**src/sv/spq_pkg.sv**
```systemverilog
package spq_pkg;

  // number of entries in the sorted store
  localparam int unsigned Capacity = 16;
  localparam int unsigned CntW     = $clog2(Capacity + 1);

  // data word reported when the queue is empty
  localparam logic signed [31:0] EmptyWord = 32'sh8000_0000;

  // operation codes of an input transfer
  typedef enum logic [1:0] {
    FUNC_ENQ   = 2'd0,
    FUNC_DEQ   = 2'd1,
    FUNC_QUERY = 2'd2
  } func_e;

  typedef struct packed {
    logic [1:0]         func;
    logic signed [31:0] item_value;
    logic signed [15:0] item_priority;
  } in_t;

  typedef struct packed {
    logic signed [31:0] head_value;
    logic signed [31:0] tail_value;
    logic               is_empty;
    logic [4:0]         fill_count;
    logic               underflow;
    logic               overflow;
  } out_t;

  // one stored entry as it moves between neighboring cells
  typedef struct packed {
    logic               valid;
    logic signed [31:0] value;
    logic signed [15:0] prio;
  } entry_t;

  // broadcast command to every cell
  typedef struct packed {
    logic               enq;
    logic               deq;
    logic signed [31:0] item_value;
    logic signed [15:0] item_prio;
  } cell_ctrl_t;

endpackage

```
**src/sv/stable_sorted_priority_queue.sv**
```systemverilog
// Bounded priority queue of Capacity entries built as a row of cells, each
// holding one entry, kept sorted by signed priority with the front in cell 0.
// An enqueue is inserted behind every entry of greater or equal priority, so
// equal priorities leave in arrival order; a dequeue shifts the row one cell
// toward the front. On each transfer the cells compare against
// the broadcast priority and move in parallel with their neighbors, and the
// result is registered, so one item is accepted per cycle and its result
// appears on the output the next cycle. Input is held off only while a
// result waits on a stalled output. Dequeue of an empty queue sets underflow
// and an enqueue into a full queue is dropped with overflow; head and tail
// read 0x80000000 when empty. fill_count shows the low five bits of the count.
module stable_sorted_priority_queue import spq_pkg::*; (
  input  logic clk_i,
  input  logic rst_ni,
  input  logic in_valid_i,
  output logic in_stall_o,
  input  in_t  in_data_i,
  output logic out_valid_o,
  input  logic out_stall_i,
  output out_t out_data_o
);

  logic                in_xfer;
  logic                full, empty;
  logic                is_enq, is_deq;
  cell_ctrl_t          ctrl;
  entry_t              cell_entry [Capacity];
  logic [Capacity-1:0] cell_stay;
  logic [Capacity-1:0] cell_tail_ins;
  logic [CntW-1:0]     count_q, count_d;
  logic signed [31:0]  tail_q, tail_d;
  logic signed [31:0]  head_d;
  out_t                out_q, out_d;
  logic                out_valid_q;

  assign in_stall_o = out_valid_q && out_stall_i;
  assign in_xfer    = in_valid_i && !in_stall_o;

  assign full  = (count_q == CntW'(Capacity));
  assign empty = (count_q == '0);

  // decode the operation
  always_comb begin
    is_enq = 1'b0;
    is_deq = 1'b0;
    case (in_data_i.func)
      FUNC_ENQ: is_enq = 1'b1;
      FUNC_DEQ: is_deq = 1'b1;
      default:  ;
    endcase
  end

  assign ctrl.enq        = in_xfer && is_enq && !full;
  assign ctrl.deq        = in_xfer && is_deq && !empty;
  assign ctrl.item_value = in_data_i.item_value;
  assign ctrl.item_prio  = in_data_i.item_priority;

  // row of cells, each linked to both neighbors
  for (genvar i = 0; i < Capacity; i++) begin : g_cell
    entry_t left_e, right_e;
    logic   left_stay;
    if (i == 0) begin : g_front
      assign left_e    = '0;
      assign left_stay = 1'b1;
    end else begin : g_inner
      assign left_e    = cell_entry[i-1];
      assign left_stay = cell_stay[i-1];
    end
    if (i == Capacity - 1) begin : g_rear
      assign right_e = '0;
    end else begin : g_mid
      assign right_e = cell_entry[i+1];
    end
    spq_cell u_cell (
      .clk_i       (clk_i),
      .rst_ni      (rst_ni),
      .ctrl_i      (ctrl),
      .left_i      (left_e),
      .left_stay_i (left_stay),
      .right_i     (right_e),
      .entry_o     (cell_entry[i]),
      .stay_o      (cell_stay[i]),
      .tail_ins_o  (cell_tail_ins[i])
    );
  end

  // count, rear word and front word after this transfer
  always_comb begin
    count_d = count_q;
    tail_d  = tail_q;
    head_d  = cell_entry[0].value;
    if (ctrl.enq) begin
      count_d = count_q + 1'b1;
      if (|cell_tail_ins) begin
        tail_d = ctrl.item_value;
      end
      if (!cell_stay[0]) begin
        head_d = ctrl.item_value;
      end
    end else if (ctrl.deq) begin
      count_d = count_q - 1'b1;
      head_d  = cell_entry[1].value;
    end
  end

  // result of this transfer
  always_comb begin
    out_d.is_empty   = (count_d == '0);
    out_d.head_value = out_d.is_empty ? EmptyWord : head_d;
    out_d.tail_value = out_d.is_empty ? EmptyWord : tail_d;
    out_d.fill_count = 5'(count_d);
    out_d.underflow  = is_deq && empty;
    out_d.overflow   = is_enq && full;
  end

  // control registers
  always_ff @(posedge clk_i or negedge rst_ni) begin
    if (!rst_ni) begin
      count_q     <= '0;
      out_valid_q <= 1'b0;
    end else begin
      count_q <= count_d;
      if (in_xfer) begin
        out_valid_q <= 1'b1;
      end else if (!out_stall_i) begin
        out_valid_q <= 1'b0;
      end
    end
  end

  // payload registers
  always_ff @(posedge clk_i) begin
    tail_q <= tail_d;
    if (in_xfer) begin
      out_q <= out_d;
    end
  end

  assign out_valid_o = out_valid_q;
  assign out_data_o  = out_q;

endmodule

```
**src/sv/spq_cell.sv**
```systemverilog
module spq_cell import spq_pkg::*; (
  input  logic       clk_i,
  input  logic       rst_ni,
  input  cell_ctrl_t ctrl_i,
  input  entry_t     left_i,
  input  logic       left_stay_i,
  input  entry_t     right_i,
  output entry_t     entry_o,
  output logic       stay_o,
  output logic       tail_ins_o
);

  logic               valid_q, valid_d;
  logic signed [31:0] value_q, value_d;
  logic signed [15:0] prio_q, prio_d;
  logic               insert;

  // entry keeps its slot when it ranks at or above the new item
  assign stay_o     = valid_q && (prio_q >= ctrl_i.item_prio);
  assign insert     = ctrl_i.enq && !stay_o && left_stay_i;
  assign tail_ins_o = insert && !valid_q;
  assign entry_o    = '{valid: valid_q, value: value_q, prio: prio_q};

  // next entry: keep, take new item, take left neighbor or take right neighbor
  always_comb begin
    valid_d = valid_q;
    value_d = value_q;
    prio_d  = prio_q;
    if (ctrl_i.enq) begin
      if (insert) begin
        valid_d = 1'b1;
        value_d = ctrl_i.item_value;
        prio_d  = ctrl_i.item_prio;
      end else if (!stay_o) begin
        valid_d = left_i.valid;
        value_d = left_i.value;
        prio_d  = left_i.prio;
      end
    end else if (ctrl_i.deq) begin
      valid_d = right_i.valid;
      value_d = right_i.value;
      prio_d  = right_i.prio;
    end
  end

  // occupancy bit
  always_ff @(posedge clk_i or negedge rst_ni) begin
    if (!rst_ni) begin
      valid_q <= 1'b0;
    end else begin
      valid_q <= valid_d;
    end
  end

  // payload
  always_ff @(posedge clk_i) begin
    value_q <= value_d;
    prio_q  <= prio_d;
  end

endmodule

```
**config.mk**
```make
export PLATFORM = sky130hd
export DESIGN_NAME = stable_sorted_priority_queue
export DESIGN_NICKNAME = d
export VERILOG_FILES = /design/src/sv/spq_pkg.sv /design/src/sv/stable_sorted_priority_queue.sv /design/src/sv/spq_cell.sv
export SDC_FILE = /design/constraint.sdc
export NUM_CORES = 2
export LEC_CHECK = 0
export ABC_AREA = 0
export BUFFER_PORTS_ARGS = -buffer_cell sky130_fd_sc_hd__buf_2
export CORE_ASPECT_RATIO = 1.75
export CORE_MARGIN = 8
export CORE_UTILIZATION = 50
export DETAILED_ROUTE_END_ITERATION = 8
export MAX_ROUTING_LAYER = met4
export PLACE_DENSITY = 0.66
export SLEW_MARGIN = 20
export SYNTH_ARGS = -nofsm -noshare
export SYNTH_HDL_FRONTEND = slang
export SYNTH_SLANG_ARGS = --single-unit
```
**constraint.sdc**
```tcl
create_clock -name clk_i -period 6.73 [get_ports clk_i]
set_input_delay 0.3365 -clock clk_i [delete_from_list [all_inputs] [get_ports clk_i]]
set_output_delay 0.3365 -clock clk_i [all_outputs]
set_load 0.05 [all_outputs]
```
==> impl_metrics.json <==
{
  "fin_crit_ps": 4850,
  "design_area_mm2": 0.0546,
  "slew_violations": 0,
  "ant_nets": 0,
  "crit_chain": "buf_2, inv_1, ha_1, nand2_1, o21ai_0, a21o_1, o311ai_1, o22a_1, o2111ai_2, buf_4, o21ai_4, buf_4, mux2_2",
  "required_ps": 7320,
  "drc": 10,
  "core-area_mm2": 0.0992,
  "worst_setup_path_end_kind": "flip-flop",
  "drt_iter0_drc": 3602,
  "crit_top_cell": "buf_4",
  "min_to": "out_data_o[0]",
  "syn_avg_cell_area_um2": 10.6,
  "row_count": 153,
  "rsz0062_at_grt": "no",
  "place_hpwl_um": 104000,
  "htree_levels": 3,
  "hold_path.class": "in -> reg",
  "gr-total-overflow": 0,
  "wl_um": 156000,
  "max_freq_ghz": 0.206,
  "ys_seq_elements": 894,
  "drt-vias-per-instance": 6.32,
  "gp_congestion": 0.969,
  "crit_slowest_cell": "o311ai_1",
  "leakage_nw": 22.3,
  "grt_pass1_vias": 38176,
  "worst_skew_pair.late_latency_ps": 700,
  "synth-edff-count": 840,
  "synth_async_sr_flop_share_pct": 2.46,
  "synthesis.area_mm2": 0.0499,
  "setup_viol": 0,
  "fillers": 8790,
  "status": "finished with violations",
  "antenna_found_initial": 3,
  "drv_cap": 0,
  "area_growth_pct": 9.27,
  "pin_count": 128,
  "cts_tree": "built",
  "ys.flop_type": "edfxtp_1",
  "critical_path_arrival_ps": 5440,
  "hold_start": "in_data_i[49]",
  "die_h_um": 434,
  "path_clk_slew_ps": 60,
  "post-place-ws_ps": 1400,
  "ys_warn_count": 0,
  "yosysSeqAreaShare_pct": 52.9,
  "drive_gt1_share_pct": 8.34,
  "grt_pass1_wl_um": 235000,
  "hold_viol_final": 0,
  "cellPowerDensity_mw_per_mm2": 291,
  "dpl_cell_area_mm2": 0.0517,
  "wire_per_inst_um": 25.9,
  "slowest_delay_ps": 870,
  "die_x_um": 255,
  "syn_nets": 5022,
  "final_common_cell": "nand2_1",
  "first_pass_iters": 9,
  "worst_slack_ps": 1880,
  "clock_path_buffers": 3,
  "synth.area.top_cells": "edfxtp_1 51%, mux2i_1 12%, nand2_1 6.8%",
  "initial_core_util_pct": 50.4,
  "power.total_w": 0.0159,
  "r2r_end": "tail_q[2]",
  "crit_fanout": 33,
  "finalClockSkew_ps": 21.8,
  "worstSetupPathType": "in -> reg",
  "synth_top_cell_by_area": "edfxtp_1",
  "vias": 37966,
  "hold_depth": 2,
  "cts.sinks": 894,
  "syn_inst": 4710,
  "final_cell_mix": "903 x nand2_1, 840 x edfxtp_1, 575 x mux2i_1, 418 x o21ai_0, 258 x ha_1",
  "fin_tns_setup_ps": 0,
  "grt_max_degree": 233,
  "peakVddDrop_mv": 0.291,
  "rr_startpoint": "g_cell[6].u_cell.prio_q[7]",
  "final.period_utilization_pct": 72.1,
  "nNetsFinal": 4933,
  "maxSlewHeadroom_pct": 19.6,
  "reg2reg_depth": 11,
  "place.port_buffers": 127,
  "synth_top_area_share_pct": 50.5,
  "cts_root_buf": "clkbuf_16",
  "regToRegSetupSlack_ps": 2160,
  "synth_cell_type_count": 75,
  "worst_pin_slew_ps": 1210,
  "track_usage_pct": 28.6,
  "violations": "DRC",
  "die_area_mm2": 0.111,
  "cts_buffers": 87,
  "start_kind": "primary input"
}
-- layout make-up --
cell class | count | area [um^2] | share of cell area, %
inverter | 94 | 353 | 0.647
timing repair buffer | 216 | 1470 | 2.70
clock buffer | 108 | 2310 | 4.23
clock inverter | 50 | 507 | 0.929
sequential | 894 | 26400 | 48.4
multi-input combinational | 3328 | 21900 | 40.0
antenna | 5 | 12.5 | 0.0229
tap | 1317 | 1650 | 3.02
-- cells in the mapped netlist (5+ instances only) --
cell       count
a31oi_1       37
o221ai_1       5
and3_1         6
a211oi_1      18
o211ai_1      34
inv_1         93
dfrtp_1       22
nand3_1       64
o21bai_1       5
o21a_1         6
mux2_1        28
o21ai_1      214
o31ai_1       16
mux2_2         6
nor2b_1       20
ha_1         258
a32oi_1        8
nor2_1       160
a22oi_1       99
buf_2         48
a21oi_1      148
a222oi_1      33
nand2b_1       7
a2111oi_0      5
and4_1         8
edfxtp_1     840
dfxtp_1       32
o21ai_0      420
a21o_1        31
nor3_1        40
nor4_1         6
buf_4          8
buf_1         22
mux2i_1      575
nand4_1       83
nand2_1      910
clkbuf_1     316
-- what timing repair did --
| action | 4_1_cts | 5_1_grt |
|---|---|---|
| setup buffers | 0 | 0 |
| resized for setup | 0 | 0 |
| setup endpoints to repair | 0 | 0 |
| hold buffers | 3 | 0 |
| hold endpoints to repair | 23 | 0 |
-- registers in the layout, summed over array words and instances, names as in the netlist --
register / flops
tail_q: 32
count_q: 5
g_cell.u_cell.valid_q: 16
out_data_o: 72
g_cell.u_cell.value_q: 512
g_cell.u_cell.prio_q: 256
out_valid_o: 1
-- logic make-up (layout without fill, tap and decap cells) --
group / count (synthesis) / in the layout / synth area share (%)
buf+inv: 488 / 468 / 3.85
xor+xnor: 4 / 4 / 0.0702
flops: 894 / 894 / 52.9
fa+ha+maj: 258 / 258 / 6.46
mux: 609 / 609 / 12.3
other cells: 0 / 5 / 0
compound gates: 1116 / 1116 / 13.1
simple gates: 1341 / 1341 / 11.3
-- power breakdown --
| part | leakage [nW] | internal (W) | switching [W] |
|---|---|---|---|
| logic | 12.5 | 0.000999 | 0.00241 |
| clock network | 1.36 | 0.00269 | 0.00230 |
| registers | 8.39 | 0.00700 | 0.000512 |
| total | 22.3 | 0.0107 | 0.00522 |
-- through the flow --
stage | std cells | hold slack [ps] | util, %
floorplan | 4710 | 40.9 | -
global placement | 5846 | 398 | 52.1
detailed placement | 5846 | 399 | 52.1
CTS | 6007 | 8.27 | 55.0
global route | 6008 | 37.0 | 55.0
finish | 6012 | 45.9 | 55.0
-- worst max-delay path by stage --
| stage | from | end | slack [ps] | cells after the start |
|---|---|---|---|---|
| after floorplan | in_data_i[1] | g_cell[3].u_cell.prio_q[0] | 760 | 9 |
| after global placement | in_data_i[7] | tail_q[0] | 1420 | 13 |
| after detailed placement | in_data_i[7] | tail_q[1] | 1400 | 13 |
| after CTS | in_data_i[7] | tail_q[2] | 2120 | 13 |
| after global routing | in_data_i[7] | tail_q[1] | 1870 | 13 |
| final | in_data_i[7] | tail_q[2] | 1880 | 13 |
-- worst max-delay path, delay by kind of cell --
kind / cells / cell delay (ps)
simple gates: 1 / 180
compound gates: 6 / 2300
buf+inv: 4 / 1740
fa+ha+maj: 1 / 380
mux: 1 / 390
-- per-layer routing --
metal	share of wire [%]	track usage, %
met1	37	31.8
met2	52	49.8
met3	5.6	3.28
met4	6.0	15.7
met5	0	-
Power figures use the tool's default switching activity.
